[src/cst_pkg.sv]
// Shared types, token codes and keyword table of the character stream tokenizer.
`default_nettype none

package cst_pkg;

   localparam int KEYWORD_MAX_LEN = 9;
   localparam int LENGTH_BITS     = 16;

   localparam int KIND_W   = 5;
   localparam int LINE_W   = 32;
   localparam int POS_W    = 32;
   localparam int TOKLEN_W = 16;

   localparam int RSP_DEPTH = 4;

   localparam logic [KIND_W-1:0] TK_PROGRAM   = 5'd0;
   localparam logic [KIND_W-1:0] TK_END       = 5'd1;
   localparam logic [KIND_W-1:0] TK_ELSE      = 5'd2;
   localparam logic [KIND_W-1:0] TK_IF        = 5'd3;
   localparam logic [KIND_W-1:0] TK_THEN      = 5'd4;
   localparam logic [KIND_W-1:0] TK_INTEGER   = 5'd5;
   localparam logic [KIND_W-1:0] TK_REAL      = 5'd6;
   localparam logic [KIND_W-1:0] TK_CHARACTER = 5'd7;
   localparam logic [KIND_W-1:0] TK_PRINT     = 5'd8;
   localparam logic [KIND_W-1:0] TK_LEN       = 5'd9;
   localparam logic [KIND_W-1:0] TK_PLUS      = 5'd10;
   localparam logic [KIND_W-1:0] TK_MINUS     = 5'd11;
   localparam logic [KIND_W-1:0] TK_MULT      = 5'd12;
   localparam logic [KIND_W-1:0] TK_DIV       = 5'd13;
   localparam logic [KIND_W-1:0] TK_POW       = 5'd14;
   localparam logic [KIND_W-1:0] TK_ASSOP     = 5'd15;
   localparam logic [KIND_W-1:0] TK_EQ        = 5'd16;
   localparam logic [KIND_W-1:0] TK_LTHAN     = 5'd17;
   localparam logic [KIND_W-1:0] TK_GTHAN     = 5'd18;
   localparam logic [KIND_W-1:0] TK_CAT       = 5'd19;
   localparam logic [KIND_W-1:0] TK_COMMA     = 5'd20;
   localparam logic [KIND_W-1:0] TK_LPAREN    = 5'd21;
   localparam logic [KIND_W-1:0] TK_RPAREN    = 5'd22;
   localparam logic [KIND_W-1:0] TK_DCOLON    = 5'd23;
   localparam logic [KIND_W-1:0] TK_DOT       = 5'd24;
   localparam logic [KIND_W-1:0] TK_DEF       = 5'd25;
   localparam logic [KIND_W-1:0] TK_ICONST    = 5'd26;
   localparam logic [KIND_W-1:0] TK_RCONST    = 5'd27;
   localparam logic [KIND_W-1:0] TK_SCONST    = 5'd28;
   localparam logic [KIND_W-1:0] TK_IDENT     = 5'd29;
   localparam logic [KIND_W-1:0] TK_ERR       = 5'd30;
   localparam logic [KIND_W-1:0] TK_DONE      = 5'd31;

   // Keyword spellings, upper case, left aligned and padded with spaces.
   localparam int KW_COUNT = 9;
   localparam int KW_CHARS = 9;
   localparam logic [KW_CHARS*8-1:0] KW_TEXT [KW_COUNT] = '{
      "PROGRAM  ", "END      ", "ELSE     ", "IF       ", "THEN     ",
      "INTEGER  ", "REAL     ", "CHARACTER", "PRINT    "
   };
   localparam logic [3:0] KW_LEN [KW_COUNT] = '{
      4'd7, 4'd3, 4'd4, 4'd2, 4'd4, 4'd7, 4'd4, 4'd9, 4'd5
   };
   localparam logic [KIND_W-1:0] KW_KIND [KW_COUNT] = '{
      TK_PROGRAM, TK_END, TK_ELSE, TK_IF, TK_THEN,
      TK_INTEGER, TK_REAL, TK_CHARACTER, TK_PRINT
   };

   typedef struct packed {
      logic [KIND_W-1:0]   kind;
      logic [LINE_W-1:0]   line;
      logic [POS_W-1:0]    start;
      logic [TOKLEN_W-1:0] length;
      logic                last;
   } token_type;

   typedef struct packed {
      logic [1:0] count;
      token_type  first;
      token_type  second;
   } scan_out_type;

   // Character i of the identifier sits at chars[8*i +: 8].
   // Bit 0 of flags: all upper case so far; bit 1: all lower case so far.
   function automatic logic [KIND_W-1:0] ident_kind(
      input logic [KW_CHARS*8-1:0] chars,
      input logic [TOKLEN_W-1:0]   len,
      input logic [1:0]            flags
   );
      logic [KIND_W-1:0] kind;
      logic              up;
      logic              lo;
      logic [7:0]        u;
      kind = TK_IDENT;
      for (int k = KW_COUNT - 1; k >= 0; k--) begin
         up = flags[0];
         lo = flags[1];
         for (int i = 0; i < KW_CHARS; i++) begin
            u = KW_TEXT[k][8*(KW_CHARS-1-i) +: 8];
            if (i < int'(KW_LEN[k])) begin
               if (chars[8*i +: 8] != u) up = 1'b0;
               if (chars[8*i +: 8] != u + 8'd32) lo = 1'b0;
            end
         end
         if (len == {{(TOKLEN_W-4){1'b0}}, KW_LEN[k]} && (up || lo)) kind = KW_KIND[k];
      end
      return kind;
   endfunction

endpackage

`default_nettype wire

[src/cst_scanner.sv]
// Scanner state and the one-character transition logic of the tokenizer.
`default_nettype none

module cst_scanner #(
   parameter int KEYWORD_MAX_LEN = cst_pkg::KEYWORD_MAX_LEN,
   parameter int LENGTH_BITS     = cst_pkg::LENGTH_BITS
) (
   input  wire logic                 clock,
   input  wire logic                 reset,
   input  wire logic                 take,
   input  wire logic [7:0]           char_code,
   input  wire logic                 end_of_input,
   output cst_pkg::scan_out_type     scan_out
);

   localparam int LEN_W = (LENGTH_BITS < cst_pkg::TOKLEN_W) ? LENGTH_BITS : cst_pkg::TOKLEN_W;
   localparam int IDX_W = $clog2(KEYWORD_MAX_LEN);
   localparam logic [LEN_W-1:0] LEN_CAP = '1;
   localparam logic [LEN_W-1:0] LEN_ONE = LEN_W'(1);
   localparam logic [LEN_W-1:0] LEN_ZERO = '0;
   localparam logic [LEN_W-1:0] KW_MAX = LEN_W'(KEYWORD_MAX_LEN);

   localparam logic [3:0] M_START   = 4'd0;
   localparam logic [3:0] M_IDENT   = 4'd1;
   localparam logic [3:0] M_INT     = 4'd2;
   localparam logic [3:0] M_REAL    = 4'd3;
   localparam logic [3:0] M_STR_DQ  = 4'd4;
   localparam logic [3:0] M_STR_SQ  = 4'd5;
   localparam logic [3:0] M_COMMENT = 4'd6;
   localparam logic [3:0] M_STAR    = 4'd7;
   localparam logic [3:0] M_SLASH   = 4'd8;
   localparam logic [3:0] M_EQUAL   = 4'd9;
   localparam logic [3:0] M_COLON   = 4'd10;
   localparam logic [3:0] M_DOT     = 4'd11;

   localparam logic [7:0] CH_NEWLINE = 8'h0A;
   localparam logic [7:0] CH_DQUOTE  = 8'h22;
   localparam logic [7:0] CH_SQUOTE  = 8'h27;
   localparam logic [7:0] CH_BANG    = 8'h21;
   localparam logic [7:0] CH_PLUS    = 8'h2B;
   localparam logic [7:0] CH_MINUS   = 8'h2D;
   localparam logic [7:0] CH_STAR    = 8'h2A;
   localparam logic [7:0] CH_SLASH   = 8'h2F;
   localparam logic [7:0] CH_GT      = 8'h3E;
   localparam logic [7:0] CH_LT      = 8'h3C;
   localparam logic [7:0] CH_EQUAL   = 8'h3D;
   localparam logic [7:0] CH_LPAREN  = 8'h28;
   localparam logic [7:0] CH_RPAREN  = 8'h29;
   localparam logic [7:0] CH_COMMA   = 8'h2C;
   localparam logic [7:0] CH_COLON   = 8'h3A;
   localparam logic [7:0] CH_DOT     = 8'h2E;
   localparam logic [7:0] CH_UNDER   = 8'h5F;

   function automatic logic [LEN_W-1:0] len_inc(input logic [LEN_W-1:0] x);
      return (x == LEN_CAP) ? x : x + LEN_ONE;
   endfunction

   function automatic logic [31:0] sat_inc(input logic [31:0] x);
      return (x == 32'hFFFF_FFFF) ? x : x + 32'd1;
   endfunction

   function automatic logic is_upper(input logic [7:0] c);
      return c >= 8'h41 && c <= 8'h5A;
   endfunction

   function automatic logic is_lower(input logic [7:0] c);
      return c >= 8'h61 && c <= 8'h7A;
   endfunction

   function automatic logic is_alpha(input logic [7:0] c);
      return is_upper(c) || is_lower(c);
   endfunction

   function automatic logic is_digit(input logic [7:0] c);
      return c >= 8'h30 && c <= 8'h39;
   endfunction

   function automatic logic is_space(input logic [7:0] c);
      return c == 8'h20 || (c >= 8'h09 && c <= 8'h0D);
   endfunction

   logic [3:0]        mode_ff,   mode_in;
   logic [31:0]       line_ff,   line_in;
   logic [31:0]       pos_ff,    pos_in;
   logic [31:0]       lstart_ff, lstart_in;
   logic [LEN_W-1:0]  llen_ff,   llen_in;
   logic [1:0]        flags_ff,  flags_in;
   logic [7:0]        recent_ff [KEYWORD_MAX_LEN];

   logic              rc_we;
   logic [IDX_W-1:0]  rc_idx;
   logic [7:0]        rc_data;

   logic [cst_pkg::KW_CHARS*8-1:0] kw_chars;
   logic [cst_pkg::KIND_W-1:0]     id_kind;

   logic                           a_v, b_v, restart;
   logic [cst_pkg::KIND_W-1:0]     a_kind, b_kind;
   logic [31:0]                    a_start, b_start;
   logic [LEN_W-1:0]               a_len, b_len;
   cst_pkg::token_type             tok_a, tok_b;

   always_comb begin
      for (int i = 0; i < cst_pkg::KW_CHARS; i++) begin
         kw_chars[8*i +: 8] = recent_ff[i];
      end
      id_kind = cst_pkg::ident_kind(kw_chars, cst_pkg::TOKLEN_W'(llen_ff), flags_ff);
   end

   always_comb begin
      mode_in   = mode_ff;
      line_in   = line_ff;
      pos_in    = pos_ff;
      lstart_in = lstart_ff;
      llen_in   = llen_ff;
      flags_in  = flags_ff;
      rc_we     = 1'b0;
      rc_idx    = IDX_W'(llen_ff);
      rc_data   = char_code;
      a_v       = 1'b0;
      a_kind    = cst_pkg::TK_ERR;
      a_start   = lstart_ff;
      a_len     = LEN_ONE;
      b_v       = 1'b0;
      b_kind    = cst_pkg::TK_ERR;
      b_start   = pos_ff;
      b_len     = LEN_ONE;
      restart   = 1'b0;

      if (end_of_input) begin
         a_v = 1'b1;
         case (mode_ff)
            M_IDENT: begin
               a_kind = id_kind;
               a_len  = llen_ff;
            end
            M_INT: begin
               a_kind = cst_pkg::TK_ICONST;
               a_len  = llen_ff;
            end
            M_REAL: begin
               a_kind = cst_pkg::TK_RCONST;
               a_len  = llen_ff;
            end
            M_STR_DQ, M_STR_SQ: begin
               a_kind = cst_pkg::TK_ERR;
               a_len  = len_inc(llen_ff);
            end
            M_STAR:  a_kind = cst_pkg::TK_MULT;
            M_SLASH: a_kind = cst_pkg::TK_DIV;
            M_EQUAL: a_kind = cst_pkg::TK_ASSOP;
            M_COLON: a_kind = cst_pkg::TK_ERR;
            M_DOT:   a_kind = cst_pkg::TK_DOT;
            default: a_v = 1'b0;
         endcase
         b_v     = 1'b1;
         b_kind  = cst_pkg::TK_DONE;
         b_start = pos_ff;
         b_len   = LEN_ZERO;
         mode_in = M_START;
      end else begin
         pos_in = sat_inc(pos_ff);
         case (mode_ff)
            M_IDENT: begin
               if (is_alpha(char_code) || is_digit(char_code) || char_code == CH_UNDER) begin
                  rc_we = llen_ff < KW_MAX;
                  flags_in = flags_ff & {is_lower(char_code), is_upper(char_code)};
                  llen_in = len_inc(llen_ff);
               end else begin
                  a_v     = 1'b1;
                  a_kind  = id_kind;
                  a_len   = llen_ff;
                  restart = 1'b1;
               end
            end
            M_INT: begin
               if (is_digit(char_code)) begin
                  llen_in = len_inc(llen_ff);
               end else if (char_code == CH_DOT) begin
                  llen_in = len_inc(llen_ff);
                  mode_in = M_REAL;
               end else begin
                  a_v     = 1'b1;
                  a_kind  = cst_pkg::TK_ICONST;
                  a_len   = llen_ff;
                  restart = 1'b1;
               end
            end
            M_REAL: begin
               if (is_digit(char_code)) begin
                  llen_in = len_inc(llen_ff);
               end else if (char_code == CH_DOT) begin
                  a_v     = 1'b1;
                  a_kind  = cst_pkg::TK_ERR;
                  a_len   = len_inc(llen_ff);
                  mode_in = M_START;
               end else begin
                  a_v     = 1'b1;
                  a_kind  = cst_pkg::TK_RCONST;
                  a_len   = llen_ff;
                  restart = 1'b1;
               end
            end
            M_STR_DQ, M_STR_SQ: begin
               if (char_code == CH_NEWLINE) begin
                  a_v     = 1'b1;
                  a_kind  = cst_pkg::TK_ERR;
                  a_len   = len_inc(llen_ff);
                  line_in = sat_inc(line_ff);
                  mode_in = M_START;
               end else if ((mode_ff == M_STR_DQ && char_code == CH_DQUOTE) ||
                            (mode_ff == M_STR_SQ && char_code == CH_SQUOTE)) begin
                  a_v     = 1'b1;
                  a_kind  = cst_pkg::TK_SCONST;
                  a_start = sat_inc(lstart_ff);
                  a_len   = llen_ff;
                  mode_in = M_START;
               end else begin
                  llen_in = len_inc(llen_ff);
               end
            end
            M_COMMENT: begin
               if (char_code == CH_NEWLINE) begin
                  line_in = sat_inc(line_ff);
                  mode_in = M_START;
               end
            end
            M_STAR: begin
               a_v = 1'b1;
               if (char_code == CH_COMMA) begin
                  a_kind  = cst_pkg::TK_DEF;
                  restart = 1'b1;
               end else if (char_code == CH_STAR) begin
                  a_kind  = cst_pkg::TK_POW;
                  a_len   = len_inc(LEN_ONE);
                  mode_in = M_START;
               end else begin
                  a_kind  = cst_pkg::TK_MULT;
                  restart = 1'b1;
               end
            end
            M_SLASH: begin
               a_v = 1'b1;
               if (char_code == CH_SLASH) begin
                  a_kind  = cst_pkg::TK_CAT;
                  a_len   = len_inc(LEN_ONE);
                  mode_in = M_START;
               end else begin
                  a_kind  = cst_pkg::TK_DIV;
                  restart = 1'b1;
               end
            end
            M_EQUAL: begin
               a_v = 1'b1;
               if (char_code == CH_EQUAL) begin
                  a_kind  = cst_pkg::TK_EQ;
                  a_len   = len_inc(LEN_ONE);
                  mode_in = M_START;
               end else begin
                  a_kind  = cst_pkg::TK_ASSOP;
                  restart = 1'b1;
               end
            end
            M_COLON: begin
               a_v = 1'b1;
               if (char_code == CH_COLON) begin
                  a_kind  = cst_pkg::TK_DCOLON;
                  a_len   = len_inc(LEN_ONE);
                  mode_in = M_START;
               end else begin
                  a_kind  = cst_pkg::TK_ERR;
                  restart = 1'b1;
               end
            end
            M_DOT: begin
               if (is_digit(char_code)) begin
                  llen_in = len_inc(LEN_ONE);
                  mode_in = M_REAL;
               end else begin
                  a_v     = 1'b1;
                  a_kind  = cst_pkg::TK_DOT;
                  restart = 1'b1;
               end
            end
            default: restart = 1'b1;
         endcase

         // The current character begins a new lexeme from the start mode.
         if (restart) begin
            mode_in = M_START;
            if (char_code == CH_NEWLINE) line_in = sat_inc(line_ff);
            if (!is_space(char_code)) begin
               lstart_in = pos_ff;
               llen_in   = LEN_ONE;
               if (is_alpha(char_code)) begin
                  rc_we    = 1'b1;
                  rc_idx   = '0;
                  flags_in = {is_lower(char_code), is_upper(char_code)};
                  mode_in  = M_IDENT;
               end else if (is_digit(char_code)) begin
                  mode_in = M_INT;
               end else begin
                  case (char_code)
                     CH_DQUOTE: begin
                        llen_in = LEN_ZERO;
                        mode_in = M_STR_DQ;
                     end
                     CH_SQUOTE: begin
                        llen_in = LEN_ZERO;
                        mode_in = M_STR_SQ;
                     end
                     CH_BANG:   mode_in = M_COMMENT;
                     CH_STAR:   mode_in = M_STAR;
                     CH_SLASH:  mode_in = M_SLASH;
                     CH_EQUAL:  mode_in = M_EQUAL;
                     CH_COLON:  mode_in = M_COLON;
                     CH_DOT:    mode_in = M_DOT;
                     CH_PLUS: begin
                        b_v    = 1'b1;
                        b_kind = cst_pkg::TK_PLUS;
                     end
                     CH_MINUS: begin
                        b_v    = 1'b1;
                        b_kind = cst_pkg::TK_MINUS;
                     end
                     CH_GT: begin
                        b_v    = 1'b1;
                        b_kind = cst_pkg::TK_GTHAN;
                     end
                     CH_LT: begin
                        b_v    = 1'b1;
                        b_kind = cst_pkg::TK_LTHAN;
                     end
                     CH_LPAREN: begin
                        b_v    = 1'b1;
                        b_kind = cst_pkg::TK_LPAREN;
                     end
                     CH_RPAREN: begin
                        b_v    = 1'b1;
                        b_kind = cst_pkg::TK_RPAREN;
                     end
                     CH_COMMA: begin
                        b_v    = 1'b1;
                        b_kind = cst_pkg::TK_COMMA;
                     end
                     default: begin
                        b_v    = 1'b1;
                        b_kind = cst_pkg::TK_ERR;
                     end
                  endcase
               end
            end
         end
      end
   end

   // Every token of a step carries the line count held before the step.
   always_comb begin
      tok_a.kind   = a_kind;
      tok_a.line   = line_ff;
      tok_a.start  = a_start;
      tok_a.length = cst_pkg::TOKLEN_W'(a_len);
      tok_a.last   = !b_v;
      tok_b.kind   = b_kind;
      tok_b.line   = line_ff;
      tok_b.start  = b_start;
      tok_b.length = cst_pkg::TOKLEN_W'(b_len);
      tok_b.last   = 1'b1;
      if (a_v) begin
         scan_out.first  = tok_a;
         scan_out.second = tok_b;
         scan_out.count  = b_v ? 2'd2 : 2'd1;
      end else begin
         scan_out.first  = tok_b;
         scan_out.second = tok_b;
         scan_out.count  = b_v ? 2'd1 : 2'd0;
      end
   end

   always_ff @(posedge clock) begin
      if (reset) begin
         mode_ff   <= M_START;
         line_ff   <= 32'd1;
         pos_ff    <= '0;
         lstart_ff <= '0;
         llen_ff   <= '0;
         flags_ff  <= 2'b11;
      end else if (take) begin
         mode_ff   <= mode_in;
         line_ff   <= line_in;
         pos_ff    <= pos_in;
         lstart_ff <= lstart_in;
         llen_ff   <= llen_in;
         flags_ff  <= flags_in;
      end
   end

   always_ff @(posedge clock) begin
      if (take && rc_we) begin
         recent_ff[rc_idx] <= rc_data;
      end
   end

endmodule

`default_nettype wire

[src/cst_rsp_fifo.sv]
// Token queue that takes up to two tokens per cycle and hands out one.
`default_nettype none

module cst_rsp_fifo (
   input  wire logic                  clock,
   input  wire logic                  reset,
   input  wire logic                  push,
   input  wire cst_pkg::scan_out_type push_data,
   input  wire logic                  pop,
   output cst_pkg::token_type         head,
   output logic                       not_empty,
   output logic                       has_room
);

   localparam int DEPTH = cst_pkg::RSP_DEPTH;
   localparam int PTR_W = $clog2(DEPTH);
   localparam int CNT_W = $clog2(DEPTH + 1);

   cst_pkg::token_type mem_ff [DEPTH];
   logic [PTR_W-1:0]   rd_ff, rd_in;
   logic [PTR_W-1:0]   wr_ff, wr_in;
   logic [CNT_W-1:0]   cnt_ff, cnt_in;
   logic [CNT_W-1:0]   push_n;
   logic [PTR_W-1:0]   wr_next;

   always_comb begin
      push_n    = push ? CNT_W'(push_data.count) : '0;
      wr_next   = wr_ff + PTR_W'(1);
      wr_in     = wr_ff + PTR_W'(push_n);
      rd_in     = pop ? rd_ff + PTR_W'(1) : rd_ff;
      cnt_in    = cnt_ff + push_n - CNT_W'(pop);
      not_empty = cnt_ff != '0;
      has_room  = cnt_ff <= CNT_W'(DEPTH - 2);
      head      = mem_ff[rd_ff];
   end

   always_ff @(posedge clock) begin
      if (reset) begin
         rd_ff  <= '0;
         wr_ff  <= '0;
         cnt_ff <= '0;
      end else begin
         rd_ff  <= rd_in;
         wr_ff  <= wr_in;
         cnt_ff <= cnt_in;
      end
   end

   always_ff @(posedge clock) begin
      if (push && push_data.count != 2'd0) begin
         mem_ff[wr_ff] <= push_data.first;
      end
      if (push && push_data.count == 2'd2) begin
         mem_ff[wr_next] <= push_data.second;
      end
   end

endmodule

`default_nettype wire

[src/char_stream_tokenizer_top.sv]
// Top level of the character stream tokenizer: scanner and token queue.
// One character is taken per cycle while req_ready is high; each step is decided in the cycle of its transfer.
// A token enters the registered token queue with the transfer of its character and is offered on rsp at the queue head.
// A step with two tokens delivers them in order; the rsp port moves one per cycle while rsp_ready is high.
// Synchronous reset returns to start mode with line 1 and position 0 and empties the queue.
`default_nettype none

module char_stream_tokenizer_top #(
   parameter int KEYWORD_MAX_LEN = cst_pkg::KEYWORD_MAX_LEN,
   parameter int LENGTH_BITS     = cst_pkg::LENGTH_BITS
) (
   input  wire logic                           clock,
   input  wire logic                           reset,
   input  wire logic                           req_valid,
   output logic                                req_ready,
   input  wire logic [7:0]                     req_char_code,
   input  wire logic                           req_end_of_input,
   output logic                                rsp_valid,
   input  wire logic                           rsp_ready,
   output logic [cst_pkg::KIND_W-1:0]          rsp_token_kind,
   output logic [cst_pkg::LINE_W-1:0]          rsp_token_line,
   output logic [cst_pkg::POS_W-1:0]           rsp_token_start,
   output logic [cst_pkg::TOKLEN_W-1:0]        rsp_token_length,
   output logic                                rsp_last_of_run
);

   logic                  take;
   logic                  pop;
   logic                  has_room;
   cst_pkg::scan_out_type scan_out;
   cst_pkg::token_type    head;

   assign take      = req_valid && req_ready;
   assign pop       = rsp_valid && rsp_ready;
   assign req_ready = has_room;

   cst_scanner #(
      .KEYWORD_MAX_LEN (KEYWORD_MAX_LEN),
      .LENGTH_BITS     (LENGTH_BITS)
   ) u_scanner (
      .clock        (clock),
      .reset        (reset),
      .take         (take),
      .char_code    (req_char_code),
      .end_of_input (req_end_of_input),
      .scan_out     (scan_out)
   );

   cst_rsp_fifo u_rsp_fifo (
      .clock     (clock),
      .reset     (reset),
      .push      (take),
      .push_data (scan_out),
      .pop       (pop),
      .head      (head),
      .not_empty (rsp_valid),
      .has_room  (has_room)
   );

   assign rsp_token_kind   = head.kind;
   assign rsp_token_line   = head.line;
   assign rsp_token_start  = head.start;
   assign rsp_token_length = head.length;
   assign rsp_last_of_run  = head.last;

endmodule

`default_nettype wire

[config.mk]
export PLATFORM = sky130hd
export DESIGN_NAME = char_stream_tokenizer_top
export DESIGN_NICKNAME = d
export VERILOG_FILES = /design/src/cst_pkg.sv /design/src/cst_scanner.sv /design/src/cst_rsp_fifo.sv /design/src/char_stream_tokenizer_top.sv
export SDC_FILE = /design/constraint.sdc
export NUM_CORES = 1
export LEC_CHECK = 0
export BUFFER_PORTS_ARGS = -buffer_cell sky130_fd_sc_hd__buf_2
export CAP_MARGIN = 40
export CORE_MARGIN = 4
export CORE_UTILIZATION = 55
export DETAILED_ROUTE_END_ITERATION = 7
export GPL_TIMING_DRIVEN = 0
export PLACE_DENSITY = 0.78
export SLEW_MARGIN = 25
export SYNTH_ARGS = -nofsm -noshare
export SYNTH_HDL_FRONTEND = slang
export SYNTH_SLANG_ARGS = --single-unit
[constraint.sdc]
create_clock -name clock -period 8.85 [get_ports clock]
set_clock_uncertainty 0.1 [all_clocks]
set_input_delay 1.77 -clock clock [delete_from_list [all_inputs] [get_ports clock]]
set_output_delay 1.77 -clock clock [all_outputs]
set_load 0.02 [all_outputs]
==> reports/results.ini <==
[outcome]
status = finished with violations
violations = design-rule violations

[sta]
hold_violations = 0
min_period_over_period = 0.8492
finalSetupViolCount = 0
fin_crit_ns = 7.516
hold-worst-slack_ns = 0.3560
rsz0062_at_grt = no
fmax_mhz = 133.1
slew_headroom = 0.3603
drv_slew = 0
worst_pin_slew_ns = 0.9596

[critical_path]
cp_data_arrival_time_ns = 7.70
setup.worst_path.start_class = input pin
critPathSlowestCell = clkbuf_4
critPathTopFamily = buffers and inverters
r2r-start = u_scanner.mode_ff[2]
crit_buf_inv = 7
cpMostUsedCell = nor2_1
r2r_cells = 17
slowest_delay_ns = 0.65
worstPathRequired_ns = 9.03
cp_max_fo = 43
r2r_slack_ns = 2.41
criticalPathCategory = input pin to flip-flop
crit_path_cell_trace = buf_2 -> buf_2 -> o21ai_1 -> a32oi_1 -> o221ai_1 -> nand4_2 -> nand2_1 -> nor2_1 -> a41o_1 -> ha_1 -> and3_1 -> clkbuf_1 -> inv_1 -> nor2_1 -> nor2_1 -> inv_1 -> clkbuf_4 -> buf_16
end_kind = flip-flop
reg2reg_to = u_rsp_fifo.mem_ff[3][85]

[pwr]
irDropWorstVdd_mv = 0.1985
powerDensity_nw_per_um2 = 233.3
leakagePower_uw = 0.009691

[yosys]
syn_area_sq_um = 27840
ys_dominant_reg_cell = edfxtp_1
synth-seq-area-share = 0.5170
synth_edf_count = 352
ys_warn_count = 0
ys_async_sr_fraction = 0
ys_ff_latch = 543
synth_fp_nets = 2608
synthCells = 2580
ys_types = 93
syn_area_per_cell_sq_um = 10.79

[clock_tree]
clk_latency_ns = 0.65
cts_tree = built
cts-resized-gates = 0
h-tree-depth = 2
root_buffer = clkbuf_16
ctsLongestPathBuffers = 3
postCtsSetupBuffers = 0
clock-sinks = 543
clk_pin_slew_ns = 0.06
numCtsBuffers = 55
hold_buffers = 0

[placement]
dp_hpwl_um = 67260
dpl.cell_count = 3374
port_buffers = 100
gp_congestion = 0.9882

[routing]
drt_iter0_drc = 3507
wire_per_inst_um = 27.13
drc = 2
wl_um = 94670
via_count = 23760
postRouteAntennaNets = 0
avgViaCountPerCell = 6.809
first_pass_iters = 8

[floorplanning]
initial_core_util = 0.5561
num_rows = 82
ioPinCount = 101
fp.coreArea_sq_um = 50070
dieHeight_um = 233.0
dieArea_sq_um = 54290
die_x_um = 233.0

[worst_hold_path]
holdPathStages = 2
hold_end = u_rsp_fifo.mem_ff[2][10]
hold_path.startpoint = u_rsp_fifo.mem_ff[2][10]
hold_path_class = flip-flop to flip-flop

[run]
maxCapViolations = 0

[finish]
drive_gt1_frac = 0.1399
final_nets = 2800
area_growth_pct = 13.23
fill_cells = 3999
final_cells = 3489

[global_routing]
grtUsageTotal = 0.3420
grt_pass1_vias = 22930
grt_overflow = 0
grt_max_degree = 59
antenna_found_initial = 3
grt_pass1_wl_um = 140900

metal layers:
| layer | share of wire | vias up | GRT usage | wire, um |
|---|---|---|---|---|
| met2 | 0.46 | 1589 | 0.5353 | 43430 |
| li1 | - | 10230 | - | - |
| met4 | 0.047 | 2 | 0.1530 | 4426 |
| met3 | 0.11 | 281 | 0.07309 | 10270 |
| met5 | 0.00013 | - | 0 | 12 |
| met1 | 0.39 | 11650 | 0.4615 | 36530 |
worst min-delay path: cells and delay by family (launching register included):
kind | cells | cell delay (ns)
flip-flops | 1 | 0.32
AO/OA/AOI/OAI | 1 | 0.06
AND/OR/NAND/NOR | 1 | 0.04
report_power, final:
| group | internal, uW | leakage [uW] | switching [uW] |
|---|---|---|---|
| sequential | 2990 | 0.00458 | 93.6 |
| combinational | 633 | 0.00416 | 1170 |
| clock | 1410 | 0.000950 | 1050 |
| total | 5030 | 0.00969 | 2320 |
cell usage in the layout, fill, tap and decap left out, types with 79 or more instances in the layout:
master	instances
clkbuf_1	147
nor2b_1	88
buf_2	131
mux4_2	86
nor2_1	180
nand2_1	258
a22o_1	83
nand3_1	79
edfxtp_1	352
o21ai_0	120
a21oi_1	112
dfxtp_1	191
nor3_1	81
cell type report:
| cell class | instances | area [sq um] | area share |
|---|---|---|---|
| antenna | 1 | 2.502 | 0.00007937 |
| buffer | 197 | 797.0 | 0.02528 |
| clock buffer | 74 | 1614 | 0.05119 |
| clock inverter | 27 | 319.1 | 0.01012 |
| inverter | 40 | 167.7 | 0.005318 |
| multi-input combinational | 1800 | 12520 | 0.3973 |
| sequential | 543 | 14390 | 0.4565 |
| tap | 672 | 840.8 | 0.02667 |
| timing repair buffer | 135 | 868.3 | 0.02754 |
flip-flops by register name, summed over array words and instances (netlist names), named ones only:
name / count
u_rsp_fifo.rd_ff: 2
u_rsp_fifo.wr_ff: 2
u_scanner.llen_ff: 16
u_scanner.lstart_ff: 32
u_rsp_fifo.mem_ff: 344
u_scanner.recent_ff: 72
u_scanner.mode_ff: 4
u_scanner.flags_ff: 2
u_rsp_fifo.cnt_ff: 3
u_scanner.line_ff: 32
u_scanner.b_start: 32
kinds of logic (layout without fill, tap and decap cells):
family,count (synthesis),count (layout),synth area share
and+or+nand+nor,1041,1041,0.1997
AOI/OAI and AO/OA,556,556,0.1398
DFF,543,543,0.5170
buffers and inverters,237,473,0.03384
muxes,105,105,0.07662
xor gates and xnor gates,83,83,0.02611
adders and majority gates,15,15,0.007010
other,0,1,0
how the worst max path moves through the flow:
stage,startpoint,endpoint,slack [ns],cells after the start
global route,req_char_code[2],u_rsp_fifo.mem_ff[3][85],1.04,18
finish,req_char_code[2],u_rsp_fifo.mem_ff[3][85],1.33,18
CTS,req_char_code[2],u_rsp_fifo.mem_ff[3][85],1.60,18
floorplan,req_char_code[5],u_rsp_fifo.mem_ff[3][17],1.68,16
global placement,req_char_code[2],u_rsp_fifo.mem_ff[3][72],-1.77,18
detailed placement,req_char_code[2],u_rsp_fifo.mem_ff[3][23],0.98,18
cells in the mapped netlist, drive strengths merged (20+ instances only):
cell type	instances	share of area
mux4	86	0.070
a32o	29	0.010
o22ai	30	0.0067
nand2b	28	0.0063
nand2	258	0.035
inv	40	0.0055
o21ai	127	0.024
or3	41	0.0092
o2bb2ai	20	0.0063
nor4	44	0.011
nor3	84	0.016
nor2	180	0.024
and2	45	0.010
nand3	79	0.014
a21oi	112	0.020
xor2	21	0.0066
nor2b	88	0.020
clkbuf	147	0.020
a22o	83	0.026
xnor2	62	0.020
dfxtp	191	0.14
a31oi	20	0.0045
edfxtp	352	0.38
and3	25	0.0056
nand4	57	0.014
buf	50	0.0085
per-stage QoR:
| step | util | setup TNS, ns | worst slack, ns | total power [uW] | instance area (sq um) |
|---|---|---|---|---|---|
| floorplan | - | 0 | 1.678 | 4159 | 27840 |
| global route | 0.6296 | 0 | 1.036 | 7569 | 31530 |
| detailed placement | 0.5889 | 0 | 0.9848 | 4843 | 29480 |
| finish | 0.6297 | 0 | 1.334 | 7355 | 31530 |
| global placement | 0.5829 | -307.12 | -1.767 | 4759 | 29180 |
| CTS | 0.6275 | 0 | 1.598 | 7281 | 31420 |
Power figures use the tool's default switching activity.
